[config.mk]
export PLATFORM = sky130hd
export DESIGN_NAME = uvc_mjpeg_frame_extractor
export DESIGN_NICKNAME = d
export VERILOG_FILES = /design/src/hw/rtl/mjfx_pkg.sv /design/src/hw/rtl/mjfx_front.sv /design/src/hw/rtl/mjfx_queue.sv /design/src/hw/rtl/mjfx_back.sv /design/src/hw/rtl/uvc_mjpeg_frame_extractor.sv
export SDC_FILE = /design/constraint.sdc
export NUM_CORES = 1
export LEC_CHECK = 0
export ABC_AREA = 1
export BUFFER_PORTS_ARGS = -buffer_cell sky130_fd_sc_hd__buf_2
export CORE_MARGIN = 1
export CORE_UTILIZATION = 64
export CTS_BUF_LIST = sky130_fd_sc_hd__clkbuf_8
export DETAILED_ROUTE_END_ITERATION = 16
export HOLD_SLACK_MARGIN = 0.08
export PLACE_DENSITY = 0.93
export SYNTH_ARGS = -nofsm -noshare
export SYNTH_HDL_FRONTEND = slang
export SYNTH_HIERARCHICAL = 1
export SYNTH_SLANG_ARGS = --single-unit
[constraint.sdc]
create_clock -name clk -period 5.9 [get_ports clk]
set_clock_uncertainty 0.15 [all_clocks]
set_input_delay 1.475 -clock clk [delete_from_list [all_inputs] [get_ports clk]]
set_output_delay 1.475 -clock clk [all_outputs]
set_load 0.02 [all_outputs]
[src/hw/rtl/mjfx_pkg.sv]
package mjfx_pkg;

  localparam int BYTE_W = 8;
  localparam int PLEN_W = 11;
  localparam int ADDR_W = 19;
  localparam int FLEN_W = 20;
  localparam int HDR_W  = 8;

  localparam logic [BYTE_W-1:0] MARK_BYTE = 8'hFF;
  localparam logic [BYTE_W-1:0] SOI_BYTE  = 8'hD8;
  localparam logic [BYTE_W-1:0] EOI_BYTE  = 8'hD9;

  localparam logic [FLEN_W-1:0] MIN_FRAME_RST = 20'd1000;

  typedef enum logic {
    KIND_STORE = 1'b0,
    KIND_DONE  = 1'b1
  } kind_t;

  typedef struct packed {
    kind_t              kind;
    logic [ADDR_W-1:0]  address;
    logic [BYTE_W-1:0]  byte_value;
    logic [FLEN_W-1:0]  frame_length;
    logic               last;
  } result_t;

  function automatic result_t mk_store(logic [ADDR_W-1:0] addr, logic [BYTE_W-1:0] b);
    result_t r;
    r.kind         = KIND_STORE;
    r.address      = addr;
    r.byte_value   = b;
    r.frame_length = '0;
    r.last         = 1'b0;
    return r;
  endfunction

  function automatic result_t mk_done(logic [FLEN_W-1:0] len);
    result_t r;
    r.kind         = KIND_DONE;
    r.address      = '0;
    r.byte_value   = '0;
    r.frame_length = len;
    r.last         = 1'b0;
    return r;
  endfunction

endpackage

[src/hw/rtl/mjfx_front.sv]
module mjfx_front
  import mjfx_pkg::*;
#(
  parameter int MAX_PACKET = 1024
) (
  input  logic              clk,
  input  logic              rst_n,
  input  logic              beat_en,
  input  logic [BYTE_W-1:0] data_byte,
  input  logic              packet_start,
  input  logic [PLEN_W-1:0] packet_len,
  output logic              push,
  output logic [BYTE_W-1:0] push_byte
);

  localparam int LCMP_W = 12;
  localparam logic [PLEN_W-1:0] POS_MAX = '1;

  logic [PLEN_W-1:0] pos_r, pos_nxt;
  logic [HDR_W-1:0]  hdr_r, hdr_nxt;
  logic [PLEN_W-1:0] held_r, held_nxt;
  logic              ok_r, ok_nxt;
  logic [PLEN_W-1:0] pos_inc;

  assign pos_inc   = (pos_r == POS_MAX) ? pos_r : pos_r + PLEN_W'(1);
  assign push_byte = data_byte;

  always_comb begin
    pos_nxt  = pos_r;
    hdr_nxt  = hdr_r;
    held_nxt = held_r;
    ok_nxt   = ok_r;
    push     = 1'b0;
    if (beat_en) begin
      if (packet_start) begin
        pos_nxt  = '0;
        hdr_nxt  = data_byte;
        held_nxt = packet_len;
        ok_nxt   = (packet_len >= PLEN_W'(2)) && (data_byte >= HDR_W'(2))
                && (PLEN_W'(data_byte) <= packet_len)
                && (LCMP_W'(packet_len) <= LCMP_W'(MAX_PACKET));
      end else begin
        pos_nxt = pos_inc;
        push    = ok_r && (pos_inc >= PLEN_W'(hdr_r)) && (pos_inc < held_r);
      end
    end
  end

  always_ff @(posedge clk) begin
    if (!rst_n) begin
      pos_r  <= '0;
      hdr_r  <= '0;
      held_r <= '0;
      ok_r   <= 1'b0;
    end else begin
      pos_r  <= pos_nxt;
      hdr_r  <= hdr_nxt;
      held_r <= held_nxt;
      ok_r   <= ok_nxt;
    end
  end

endmodule

[src/hw/rtl/mjfx_queue.sv]
module mjfx_queue
  import mjfx_pkg::*;
#(
  parameter int DEPTH = 4
) (
  input  logic              clk,
  input  logic              rst_n,
  input  logic              push,
  input  logic [BYTE_W-1:0] push_data,
  output logic              full,
  input  logic              pop,
  output logic              not_empty,
  output logic [BYTE_W-1:0] pop_data
);

  localparam int PTR_W = (DEPTH > 1) ? $clog2(DEPTH) : 1;
  localparam int CNT_W = $clog2(DEPTH + 1);

  logic [BYTE_W-1:0] mem_r [DEPTH];
  logic [PTR_W-1:0]  wr_r, wr_nxt;
  logic [PTR_W-1:0]  rd_r, rd_nxt;
  logic [CNT_W-1:0]  cnt_r, cnt_nxt;
  logic              do_push, do_pop;

  assign full      = (cnt_r == CNT_W'(DEPTH));
  assign not_empty = (cnt_r != '0);
  assign pop_data  = mem_r[rd_r];
  assign do_push   = push && !full;
  assign do_pop    = pop && not_empty;

  always_comb begin
    wr_nxt  = wr_r;
    rd_nxt  = rd_r;
    cnt_nxt = cnt_r;
    if (do_push) begin
      wr_nxt = (wr_r == PTR_W'(DEPTH - 1)) ? '0 : wr_r + PTR_W'(1);
    end
    if (do_pop) begin
      rd_nxt = (rd_r == PTR_W'(DEPTH - 1)) ? '0 : rd_r + PTR_W'(1);
    end
    case ({do_push, do_pop})
      2'b10:   cnt_nxt = cnt_r + CNT_W'(1);
      2'b01:   cnt_nxt = cnt_r - CNT_W'(1);
      default: cnt_nxt = cnt_r;
    endcase
  end

  always_ff @(posedge clk) begin
    if (!rst_n) begin
      wr_r  <= '0;
      rd_r  <= '0;
      cnt_r <= '0;
    end else begin
      wr_r  <= wr_nxt;
      rd_r  <= rd_nxt;
      cnt_r <= cnt_nxt;
    end
  end

  always_ff @(posedge clk) begin
    if (do_push) begin
      mem_r[wr_r] <= push_data;
    end
  end

endmodule

[src/hw/rtl/mjfx_back.sv]
module mjfx_back
  import mjfx_pkg::*;
#(
  parameter int MAX_FRAME = 524288
) (
  input  logic              clk,
  input  logic              rst_n,
  input  logic [FLEN_W-1:0] min_frame,
  input  logic              q_valid,
  input  logic [BYTE_W-1:0] q_byte,
  output logic              q_pop,
  output logic              res_valid,
  input  logic              res_ready,
  output result_t           res
);

  localparam int FC_W  = $clog2(MAX_FRAME + 1);
  localparam int CMP_W = (FC_W > FLEN_W) ? FC_W : FLEN_W;

  logic [FC_W-1:0]   fc_r, fc_nxt;
  logic [BYTE_W-1:0] prior_r, prior_nxt;
  logic              out_valid_r, out_valid_nxt;
  logic              pend_valid_r, pend_valid_nxt;
  result_t           out_r, pend_r;
  result_t           r0, r1;
  logic [1:0]        n;
  logic [FC_W-1:0]   fc_tmp;
  logic              prev_ff;
  logic              out_free;

  assign out_free  = !out_valid_r || res_ready;
  assign q_pop     = q_valid && !pend_valid_r && out_free;
  assign res_valid = out_valid_r;
  assign res       = out_r;
  assign prev_ff   = (prior_r == MARK_BYTE);

  // frame hunter, one queued byte per pop
  always_comb begin
    fc_nxt    = fc_r;
    prior_nxt = prior_r;
    fc_tmp    = fc_r;
    r0        = mk_done('0);
    r1        = mk_done('0);
    n         = 2'd0;
    if (q_pop) begin
      if (fc_r == '0) begin
        if (q_byte == MARK_BYTE) begin
          r0        = mk_store('0, q_byte);
          n         = 2'd1;
          fc_nxt    = FC_W'(1);
          prior_nxt = q_byte;
        end
      end else if (prev_ff && q_byte == SOI_BYTE) begin
        r0        = mk_store('0, MARK_BYTE);
        r1        = mk_store(ADDR_W'(1), SOI_BYTE);
        n         = 2'd2;
        fc_nxt    = FC_W'(2);
        prior_nxt = SOI_BYTE;
      end else if (fc_r == FC_W'(1) && q_byte != SOI_BYTE) begin
        fc_nxt = (q_byte == MARK_BYTE) ? FC_W'(1) : '0;
      end else begin
        if (fc_r < FC_W'(MAX_FRAME)) begin
          r0        = mk_store(ADDR_W'(fc_r), q_byte);
          n         = 2'd1;
          fc_tmp    = fc_r + FC_W'(1);
          prior_nxt = q_byte;
        end else begin
          fc_tmp = '0;
        end
        fc_nxt = fc_tmp;
        if (prev_ff && q_byte == EOI_BYTE) begin
          if (fc_tmp != '0 && CMP_W'(fc_tmp) >= CMP_W'(min_frame)) begin
            if (n == 2'd1) begin
              r1 = mk_done(FLEN_W'(fc_tmp));
              n  = 2'd2;
            end else begin
              r0 = mk_done(FLEN_W'(fc_tmp));
              n  = 2'd1;
            end
          end
          fc_nxt = '0;
        end
      end
    end
    r0.last = (n == 2'd1);
    r1.last = 1'b1;
  end

  always_comb begin
    out_valid_nxt  = out_valid_r;
    pend_valid_nxt = pend_valid_r;
    if (out_free) begin
      if (pend_valid_r) begin
        out_valid_nxt  = 1'b1;
        pend_valid_nxt = 1'b0;
      end else if (n != 2'd0) begin
        out_valid_nxt  = 1'b1;
        pend_valid_nxt = (n == 2'd2);
      end else begin
        out_valid_nxt = 1'b0;
      end
    end
  end

  always_ff @(posedge clk) begin
    if (!rst_n) begin
      fc_r         <= '0;
      prior_r      <= '0;
      out_valid_r  <= 1'b0;
      pend_valid_r <= 1'b0;
    end else begin
      fc_r         <= fc_nxt;
      prior_r      <= prior_nxt;
      out_valid_r  <= out_valid_nxt;
      pend_valid_r <= pend_valid_nxt;
    end
  end

  always_ff @(posedge clk) begin
    if (out_free) begin
      if (pend_valid_r) begin
        out_r <= pend_r;
      end else begin
        out_r  <= r0;
        pend_r <= r1;
      end
    end
  end

endmodule

[src/hw/rtl/uvc_mjpeg_frame_extractor.sv]
// channel   dir  handshake            payload
// in_       in   in_tvalid/in_tready  tdata: data_byte, packet_len; tuser: packet_start
// out_      out  out_tvalid/out_tready tdata: address, byte_value, frame_length;
//                                     tuser: kind; tlast: last
// cfg_      in   cfg_valid/cfg_ready  cfg_data: min_frame
//
// one input beat per cycle while the payload queue has room; a payload byte
// leaves the queue only while the output register is free and no result is
// pending (the single output register plus one pending slot set this)
// synchronous reset clears packet and frame state, min_frame returns to 1000
// the payload queue lets new beats in while a result waits for out_tready, until it is full
module uvc_mjpeg_frame_extractor
  import mjfx_pkg::*;
#(
  parameter int MAX_FRAME   = 524288,
  parameter int MAX_PACKET  = 1024,
  parameter int QUEUE_DEPTH = 4
) (
  input  logic        clk,
  input  logic        rst_n,
  input  logic        in_tvalid,
  output logic        in_tready,
  input  logic [23:0] in_tdata,   // data_byte[7:0], packet_len[18:8], zero fill
  input  logic        in_tuser,   // packet_start
  output logic        out_tvalid,
  input  logic        out_tready,
  output logic [47:0] out_tdata,  // address[18:0], byte_value[26:19], frame_length[46:27]
  output logic        out_tuser,  // kind
  output logic        out_tlast,
  input  logic        cfg_valid,
  output logic        cfg_ready,
  input  logic [19:0] cfg_data
);

  logic [FLEN_W-1:0] min_frame_r;
  logic              q_full;
  logic              push;
  logic [BYTE_W-1:0] push_byte;
  logic              q_valid;
  logic [BYTE_W-1:0] q_byte;
  logic              q_pop;
  result_t           res;

  assign in_tready = !q_full;
  assign cfg_ready = 1'b1;

  always_ff @(posedge clk) begin
    if (!rst_n) begin
      min_frame_r <= MIN_FRAME_RST;
    end else if (cfg_valid) begin
      min_frame_r <= cfg_data;
    end
  end

  mjfx_front #(
    .MAX_PACKET(MAX_PACKET)
  ) u_front (
    .clk         (clk),
    .rst_n       (rst_n),
    .beat_en     (in_tvalid && in_tready),
    .data_byte   (in_tdata[7:0]),
    .packet_start(in_tuser),
    .packet_len  (in_tdata[18:8]),
    .push        (push),
    .push_byte   (push_byte)
  );

  mjfx_queue #(
    .DEPTH(QUEUE_DEPTH)
  ) u_queue (
    .clk      (clk),
    .rst_n    (rst_n),
    .push     (push),
    .push_data(push_byte),
    .full     (q_full),
    .pop      (q_pop),
    .not_empty(q_valid),
    .pop_data (q_byte)
  );

  mjfx_back #(
    .MAX_FRAME(MAX_FRAME)
  ) u_back (
    .clk      (clk),
    .rst_n    (rst_n),
    .min_frame(min_frame_r),
    .q_valid  (q_valid),
    .q_byte   (q_byte),
    .q_pop    (q_pop),
    .res_valid(out_tvalid),
    .res_ready(out_tready),
    .res      (res)
  );

  assign out_tdata = {1'b0, res.frame_length, res.byte_value, res.address};
  assign out_tuser = res.kind;
  assign out_tlast = res.last;

endmodule

Word level (Yosys, flattened, before mapping)
Memory sizes are Yosys's and may differ from the RTL's. A register that Yosys moved wholly into a read port is not among the register bits.
Index checks and enable logic that the tools add are counted.
{"block": "word_totals", "reg_bits": 185, "latchBits": 0, "ram_bits": 32, "romBits": 0, "inputBits": 50, "output_inout_bits": 53, "wordCells": 150, "mem_count": 1}
{"name": "u_queue.mem_r", "depth": 4, "width": 8, "rd": 1, "rd_clocked_by_memory_dff": 1, "wr": 1, "line": "mjfx_queue.sv:19", "source": "logic [BYTE_W-1:0] mem_r [DEPTH];"}
{"block": "classes", "add_sub_neg": 6, "n_mul": 0, "n_div": 0, "n_lt_le_gt_ge": 8, "n_eq_ne": 17, "shift": 0, "muxes": 59, "bitwise": 5, "reduce_logical": 31}
{"operator": "$mux 49", "n": 14}
{"operator": "$mux 20", "n": 10}
{"operator": "$mux 8", "n": 5}
{"operator": "$eq 8x8->1 const B", "n": 4}
{"operator": "$mux 2", "n": 15}
{"operator": "$mux 11", "n": 2}
{"operator": "$mux 21", "n": 1}
{"operator": "$add 20x1->20 const B", "n": 1}
{"operator": "$eq 20x1->1 const B", "n": 1}
{"operator": "$ge 20x20->1", "n": 1}
{"operator": "$logic_not 20->1", "n": 1}
{"operator": "$lt 20x20->1 const B", "n": 1}
{"operator": "$reduce_bool 20->1", "n": 1}
{"operator": "$logic_and 1x1->1", "n": 14}
{"operator": "$add 11x1->11 const B", "n": 1}
{"operator": "$eq 11x11->1 const B", "n": 1}
{"operator": "$ge 11x2->1 const B", "n": 1}
{"operator": "$ge 11x8->1", "n": 1}
{"operator": "$le 11x11->1 const B", "n": 1}
{"operator": "$le 8x11->1", "n": 1}
{"operator": "$lt 11x11->1", "n": 1}
{"operator": "$mux 1", "n": 11}
{"operator": "$eq 2x2->1 const B", "n": 4}
{"operator": "$ge 8x2->1 const B", "n": 1}
{"operator": "other kinds (19)", "n": 32}

Logic depth before layout (Yosys ltp)
{"block": "depth", "depth_word": 17, "ltp_mapped": 26, "ltp_nobuf": 25}

Cells and area by module
The synthesis kept the hierarchy.
{"mod": "mjfx_back", "instances": 1, "cells_each": 629, "area_per_inst_um2": 5361.4, "seq_area_each_um2": 2732.6}
{"mod": "mjfx_front", "instances": 1, "cells_each": 328, "area_per_inst_um2": 2228.4, "seq_area_each_um2": 620.6}
{"mod": "mjfx_queue", "instances": 1, "cells_each": 146, "area_per_inst_um2": 1687.9, "seq_area_each_um2": 1141.1}
{"mod": "uvc_mjpeg_frame_extractor", "instances": 1, "cells_each": 122, "area_per_inst_um2": 830.8, "seq_area_each_um2": 400.4}

Least setup slack after synthesis
No wires, ideal clock.
{"block": "synth_path", "path_kind": "input to register", "start": "input port out_tready", "end": "register u_queue.cnt_r[2]", "setup_time_ns": 0.110, "arrival_ns": 3.547, "required_time_ns": 5.640, "slack_ns": 2.093, "stages": 15, "n_path_buf": 0, "cell_sequence": "nor2_1 nor2_2 nand2_1 inv_1 nand2_1 inv_1 ha_1 inv_1 fa_1 inv_1 nand2_1 nand3_1 nand2_1 inv_1 nor2_1"}
{"block": "synth_via", "elab_chain_len": 5, "word_cells_on_any_way": 7, "cone_classes": "eq/ne (2); mux (1); reduce/logical (4)"}
{"item": "start: declaration", "line": "uvc_mjpeg_frame_extractor.sv:26", "source": "input logic out_tready,"}
{"item": "$logic_or 1x1->1 (*)", "line": "mjfx_back.sv:31", "source": "assign out_free = !out_valid_r || res_ready;"}
{"item": "$logic_and 1x1->1 (*)", "line": "mjfx_back.sv:32", "source": "assign q_pop = q_valid && !pend_valid_r && out_free;"}
{"item": "via q_pop", "line": "uvc_mjpeg_frame_extractor.sv:41", "source": "logic q_pop;"}
{"item": "$logic_and 1x1->1 (*)", "line": "mjfx_queue.sv:29", "source": "assign do_pop = pop && not_empty;"}
{"item": "via u_queue.do_pop", "line": "mjfx_queue.sv:23", "source": "logic do_push, do_pop;"}
{"item": "$eq 2x1->1 / $eq 2x2->1 (equally long branches)", "line": "mjfx_queue.sv:41", "source": "case ({do_push, do_pop})"}
{"item": "$pmux 3 s2 / $reduce_bool 2->1 (equally long branches)"}
{"item": "end signal: assignment", "line": "mjfx_queue.sv:56", "source": "cnt_r <= cnt_nxt;"}
{"item": "end: declaration", "line": "mjfx_queue.sv:22", "source": "logic [CNT_W-1:0] cnt_r, cnt_nxt;"}
The timed path passes the listed nets; every way through them passes the cells marked *.
A chain may end at the register's enable or synchronous reset.

Worst setup path in the final report
{"block": "layout_path", "start": "register u_back.fc_r[0]", "end": "register u_back/pend_r[20] in the netlist's numbering, data pin"}
{"block": "layout_via", "elab_chain_len": 10, "word_cells_on_any_way": 22, "cone_classes": "add/sub (1); order compare (2); eq/ne (2); mux (10); bitwise (2); reduce/logical (5)"}
{"item": "start: declaration", "line": "mjfx_back.sv:20", "source": "logic [FC_W-1:0] fc_r, fc_nxt;"}
{"item": "start signal: assignment", "line": "mjfx_back.sv:112", "source": "fc_r <= fc_nxt;"}
{"item": "$add 20x1->20 / $lt 20x20->1 (equally long branches)", "line": "mjfx_back.sv:65, mjfx_back.sv:62"}
{"item": "$mux 20", "line": "mjfx_back.sv:62", "source": "if (fc_r < FC_W'(MAX_FRAME)) begin"}
{"item": "$mux 20", "line": "mjfx_back.sv:59", "source": "end else if (fc_r == FC_W'(1) && q_byte != SOI_BYTE) begin"}
{"item": "$mux 20", "line": "mjfx_back.sv:53", "source": "end else if (prev_ff && q_byte == SOI_BYTE) begin"}
{"item": "$mux 20", "line": "mjfx_back.sv:46", "source": "if (fc_r == '0) begin"}
{"item": "$mux 20", "line": "mjfx_back.sv:45", "source": "if (q_pop) begin"}
{"item": "$ge 20x20->1 / $reduce_bool 20->1 (equally long branches)", "line": "mjfx_back.sv:72", "source": "if (fc_tmp != '0 && CMP_W'(fc_tmp) >= CMP_W'(min_frame)) begin"}
{"item": "$logic_and 1x1->1", "line": "mjfx_back.sv:72"}
{"item": "$not 1->1 (no line)"}
{"item": "$reduce_or 7->1 (no line)"}
{"item": "end signal: assignment", "line": "mjfx_back.sv:125", "source": "pend_r <= r1;"}
{"item": "end: declaration", "line": "mjfx_back.sv:24", "source": "result_t out_r, pend_r;"}
Parallel ways exist; a longest one is shown, timed or not. The select of a mux whose other input is x is not followed.

==> Implementation_results.wiki <==
{| class="wikitable"
! Metric !! Value
|-
| Status || completed
|-
| Register-to-Register Setup Slack || 1390 ps
|-
| Worst Path Arrival || 4630 ps
|-
| Placement-stage cell area || 10600 um^2
|-
| VDD IR-drop max || 0.000125 V
|-
| Starting density of the core || 66.0%
|-
| Routed via count divided by cell count || 5.44
|-
| Total number of clock tree sinks || 193
|-
| Area of the mapped netlist || 10100 um^2
|-
| Total clock buffers created by CTS || 17
|-
| Number of failing hold endpoints at the final stage || 0
|-
| Part of the total power dissipated in combinational logic || 6.0%
|-
| Post-synthesis mux area share || 0%
|-
| Worst hold path cell count || 2
|-
| Commonest register cell after synthesis || sky130_fd_sc_hd__edfxtp_1
|-
| GRT Util Overall || 27.5%
|-
| Global-route congestion overflow total || 0
|-
| Site row count || 45
|-
| Final worst path period share || 76.5%
|-
| Maximum level of the CTS H-tree || 4
|-
| Post-synth net total || 1329
|-
| Largest incremental delay on the critical path || 700 ps
|-
| Slew Limit Fails || 0
|-
| Length in cells of the worst reg-to-reg path || 17
|-
| Sequential share of the synthesized area || 48.4%
|-
| RD Place Congestion || 0.981
|-
| Clock slew at the register clock pins of the worst setup and hold paths || 110 ps
|-
| Max-cap violations || 0
|-
| Total via count after detailed routing || 8290
|-
| DRC || 0
|-
| Kind of cell adding the most delay to the critical path || simple AND/OR/NAND/NOR gates
|-
| WL final || 21.5 mm
|-
| Capturing element type of the critical path || flop
|-
| CTS tree || built
|-
| CP bufs+invs || 2
|-
| Number of diodes added for antenna fixing || 0
|-
| Clk Latency, worst-skew pair || 470 ps
|-
| Worst path cell trace || ha_1, nand3_1, nor2_2, nand4_1, o21ai_0, or2_1, inv_2, ha_1, nand2_1, inv_1, nand4_1, nor2_1, nand2_1, a21oi_1, ha_1, nand4_1, nor4_1
|-
| Flop pwr share || 58.8%
|-
| EDFF count, synth || 103
|-
| Count of synthesis-stage warnings from yosys || 6
|-
| Maximum fanout count along the critical path || 20
|-
| Synthesis-to-finish area growth || 8.74%
|-
| Type of origin of the critical path || flop
|-
| WHS Endpoint || min_frame_r[7]
|-
| Rel. slew slack || 28.7%
|-
| Fin nets || 1405
|-
| Avg Synthesized Cell Area || 8.25 um^2
|-
| Distinct cell type count of the synthesized netlist || 50
|-
| Max Clock Freq || 222 MHz
|-
| Number of global-route vias before repair || 7486
|-
| Simple-gate share of the synthesized area || 25.3%
|-
| DRC marker count from the first detailed-route iteration || 782
|-
| Pwr Density || 222 nW/um^2
|-
| Static leakage || 5.26 nW
|-
| Adder-Cell Fraction of Synth Area || 6.76%
|-
| Synthesized netlist cell count || 1225
|-
| Switching power as a share of total power || 24.9%
|-
| Reg2Reg Capture Point || u_back/pend_r[20]
|-
| Hold Path Class || reg2reg
|-
| Power dissipated by switching net loads || 0.607 mW
|-
| Post-synthesis async set-or-reset flop share || 0%
|-
| Power share of the clock group || 35.2%
|-
| Antenna violations before repair || 0
|-
| Proportion of layout cells with a drive suffix above 1 || 15.5%
|-
| Count of boundary I/O pins || 103
|-
| Crit path kind || reg2reg
|-
| Final HPWL DP || 15.6 mm
|-
| Core Area || 15300 um^2
|-
| Filler cells || 1160
|-
| Slew at the pin with the worst max-slew slack || 1070 ps
|-
| Number of detailed-route iterations in the first pass || 5
|-
| Compound-gate portion of the synthesized area || 8.94%
|-
| Synthesized flop and latch total || 193
|-
| Setup tns final || 0 ps
|-
| Vertical extent of the die || 128 um
|-
| Number of buffers added to fix hold violations after cts || 0
|-
| RSZ-0062 raised after global routing || false
|-
| Setup Viol. Count Final || 0
|-
| Startpoint of the most critical register-to-register path || u_back/fc_r[0]
|-
| Main combinational cell family by area after synthesis || simple AND/OR/NAND/NOR gates
|-
| Largest net degree at the start of global routing || 53
|-
| Post-layout min period || 4510 ps
|-
| CTS Buffer Depth || 2
|-
| Post-cts gate resize count || 0
|-
| Final design area excluding fillers || 11000 um^2
|-
| Wire length of the first global-routing pass || 35.0 mm
|-
| Post-CTS Setup Bufs || 0
|-
| Internal power of the cells || 1.83 mW
|-
| Master of the slowest instance on the critical path || sky130_fd_sc_hd__nand4_1
|-
| Worst hold path startpoint || min_frame_r[7]
|-
| Required @ worst endpoint || 6020 ps
|-
| Die W || 128 um
|-
| Xor and xnor fraction of the mapped netlist area || 0.433%
|-
| Average wire length per cell after detail routing || 14.1 um
|-
| Die footprint || 16300 um^2
|-
| Cell chosen for the clock root || sky130_fd_sc_hd__clkbuf_8
|-
| Antenna-violating nets left || 0
|-
| Port-buffer cells || 95
|}
## tightest hold or removal path: cells and delay by family, from the launching register on
family | cells | cell delay [ps]
flip-flops | 1 | 350
AND/OR/NAND/NOR | 2 | 100
## layout make-up
| cell class | count | area (um^2) | share of cell area, % |
|---|---|---|---|
| inverter | 199 | 747 | 6.80 |
| sequential | 193 | 4890 | 44.5 |
| multi-input combinational | 792 | 4190 | 38.1 |
| clock inverter | 15 | 163 | 1.48 |
| tap | 211 | 264 | 2.40 |
| timing repair buffer | 98 | 498 | 4.53 |
| clock buffer | 17 | 234 | 2.13 |
## routing by layer
layer / share of wire, % / routed length (um) / GRT usage, % / up-vias
met1: 43 / 9360 / 36.3 / 3761
met5: 0 / 0 / 0 / -
met3: 7.3 / 1580 / 4.34 / 47
li1: - / - / - / 4113
met2: 47 / 10100 / 45.8 / 369
met4: 2.2 / 478 / 10.9 / 0
## placed cells by master (no fill, tap or decap), types with 3 or more instances in the layout
cell type,Yosys,layout
sky130_fd_sc_hd__inv_8,0,5
sky130_fd_sc_hd__inv_6,0,5
sky130_fd_sc_hd__dfxtp_1,90,90
sky130_fd_sc_hd__nor2_4,3,3
sky130_fd_sc_hd__ha_1,53,53
sky130_fd_sc_hd__buf_4,11,3
sky130_fd_sc_hd__clkinv_1,2,3
sky130_fd_sc_hd__a21o_1,3,3
sky130_fd_sc_hd__inv_2,15,15
sky130_fd_sc_hd__a21oi_1,65,65
sky130_fd_sc_hd__nor3_2,5,5
sky130_fd_sc_hd__o21ai_0,50,50
sky130_fd_sc_hd__nand4_1,32,32
sky130_fd_sc_hd__a21oi_2,10,10
sky130_fd_sc_hd__clkbuf_8,0,17
sky130_fd_sc_hd__nand2_2,18,18
sky130_fd_sc_hd__xor2_1,3,3
sky130_fd_sc_hd__buf_2,4,95
sky130_fd_sc_hd__nand3_1,51,51
sky130_fd_sc_hd__nor3_1,27,27
sky130_fd_sc_hd__edfxtp_1,103,103
sky130_fd_sc_hd__nand2_1,269,269
sky130_fd_sc_hd__inv_1,182,181
sky130_fd_sc_hd__nor2_2,9,9
sky130_fd_sc_hd__nand3b_1,5,5
sky130_fd_sc_hd__nor2_1,147,147
sky130_fd_sc_hd__o21ai_2,3,3
sky130_fd_sc_hd__o22ai_1,8,8
## cells by family after synthesis
| family | count (synthesis) |
|---|---|
| and+or+nand+nor | 577 |
| buffers and inverters | 240 |
| DFF | 193 |
| AOI/OAI and AO/OA | 154 |
| adders and majority gates | 54 |
| xor gates and xnor gates | 5 |
| other | 2 |
## power groups by stage
stage	combinational (mW)	clock (mW)	sequential, mW
6_report	0.147	0.857	1.43
3_3_place_gp	0.137	0	1.46
2_1_floorplan	0.106	0	1.46
4_1_cts	0.146	0.866	1.43
3_5_place_dp	0.144	0	1.46
5_1_grt	0.169	0.921	1.44
## registers in the layout (all words and copies together), names as in the netlist, named ones only
name,count
u_queue/mem_r,32
u_front/ok_r,1
u_queue/rd_r,2
u_back/res,49
u_front/hdr_r,8
u_front/pos_r,11
u_queue/cnt_r,3
u_back/pend_valid_r,1
u_queue/wr_r,2
min_frame_r,20
u_back/fc_r,20
u_back/res_valid,1
u_back/prior_r,8
u_back/pend_r,22
u_front/held_r,11
## worst max-delay path by stage
| stage | slack [ps] | depth (start not counted) | end | startpoint |
|---|---|---|---|---|
| floorplan | 2090 | 15 | u_queue/cnt_r[2] | out_tready |
| global placement | 1700 | 12 | u_queue/mem_r[2][6] | in_tvalid |
| detailed placement | 1610 | 17 | u_back/pend_r[20] | u_back/fc_r[0] |
| CTS | 1550 | 17 | u_back/pend_r[20] | u_back/fc_r[0] |
| global route | 990 | 17 | u_back/pend_r[20] | u_back/fc_r[0] |
| finish | 1390 | 17 | u_back/pend_r[20] | u_back/fc_r[0] |
## synth_stat cells (2+ instances only)
cell,n,share of area (%)
sky130_fd_sc_hd__o21ai_0,50,2.5
sky130_fd_sc_hd__o21ai_2,3,0.26
sky130_fd_sc_hd__nand4_1,32,2.0
sky130_fd_sc_hd__or2_2,2,0.12
sky130_fd_sc_hd__inv_2,15,0.56
sky130_fd_sc_hd__o22ai_1,8,0.50
sky130_fd_sc_hd__nand3b_1,5,0.37
sky130_fd_sc_hd__o211ai_1,2,0.15
sky130_fd_sc_hd__a21oi_2,10,0.87
sky130_fd_sc_hd__clkbuf_1,14,0.52
sky130_fd_sc_hd__nand2_1,269,10
sky130_fd_sc_hd__xor2_1,3,0.26
sky130_fd_sc_hd__edfxtp_1,103,31
sky130_fd_sc_hd__o21bai_1,2,0.15
sky130_fd_sc_hd__nor4_1,2,0.12
sky130_fd_sc_hd__a21o_1,3,0.22
sky130_fd_sc_hd__buf_6,10,1.1
sky130_fd_sc_hd__dfxtp_1,90,18
sky130_fd_sc_hd__a21oi_4,2,0.32
sky130_fd_sc_hd__conb_1,2,0.074
sky130_fd_sc_hd__buf_2,4,0.20
sky130_fd_sc_hd__inv_1,182,6.8
sky130_fd_sc_hd__nor2_4,3,0.33
sky130_fd_sc_hd__nand3_1,51,2.5
sky130_fd_sc_hd__nor3_1,27,1.3
sky130_fd_sc_hd__ha_1,53,6.6
sky130_fd_sc_hd__buf_4,11,0.82
sky130_fd_sc_hd__nor2_2,9,0.56
sky130_fd_sc_hd__a21oi_1,65,3.2
sky130_fd_sc_hd__buf_1,2,0.074
sky130_fd_sc_hd__clkinv_1,2,0.074
sky130_fd_sc_hd__o21ai_1,2,0.099
sky130_fd_sc_hd__nor3_4,2,0.32
sky130_fd_sc_hd__nand2_2,18,1.1
sky130_fd_sc_hd__xnor2_1,2,0.17
sky130_fd_sc_hd__nor3_2,5,0.50
sky130_fd_sc_hd__nor2_1,147,5.5
## stage by stage
| stage | setup WS (ps) | hold slack, ps | power (mW) | utilization [%] | std cells |
|---|---|---|---|---|---|
| 2_1_floorplan | 2090 | 279 | 1.57 | - | 1225 |
| 3_3_place_gp | 1700 | 292 | 1.60 | 69.2 | 1493 |
| 3_5_place_dp | 1610 | 295 | 1.61 | 69.2 | 1493 |
| 4_1_cts | 1550 | 320 | 2.44 | 71.8 | 1525 |
| 5_1_grt | 992 | 332 | 2.53 | 71.8 | 1525 |
| 6_report | 1390 | 324 | 2.44 | 71.8 | 1525 |
Power figures use the tool's default switching activity.
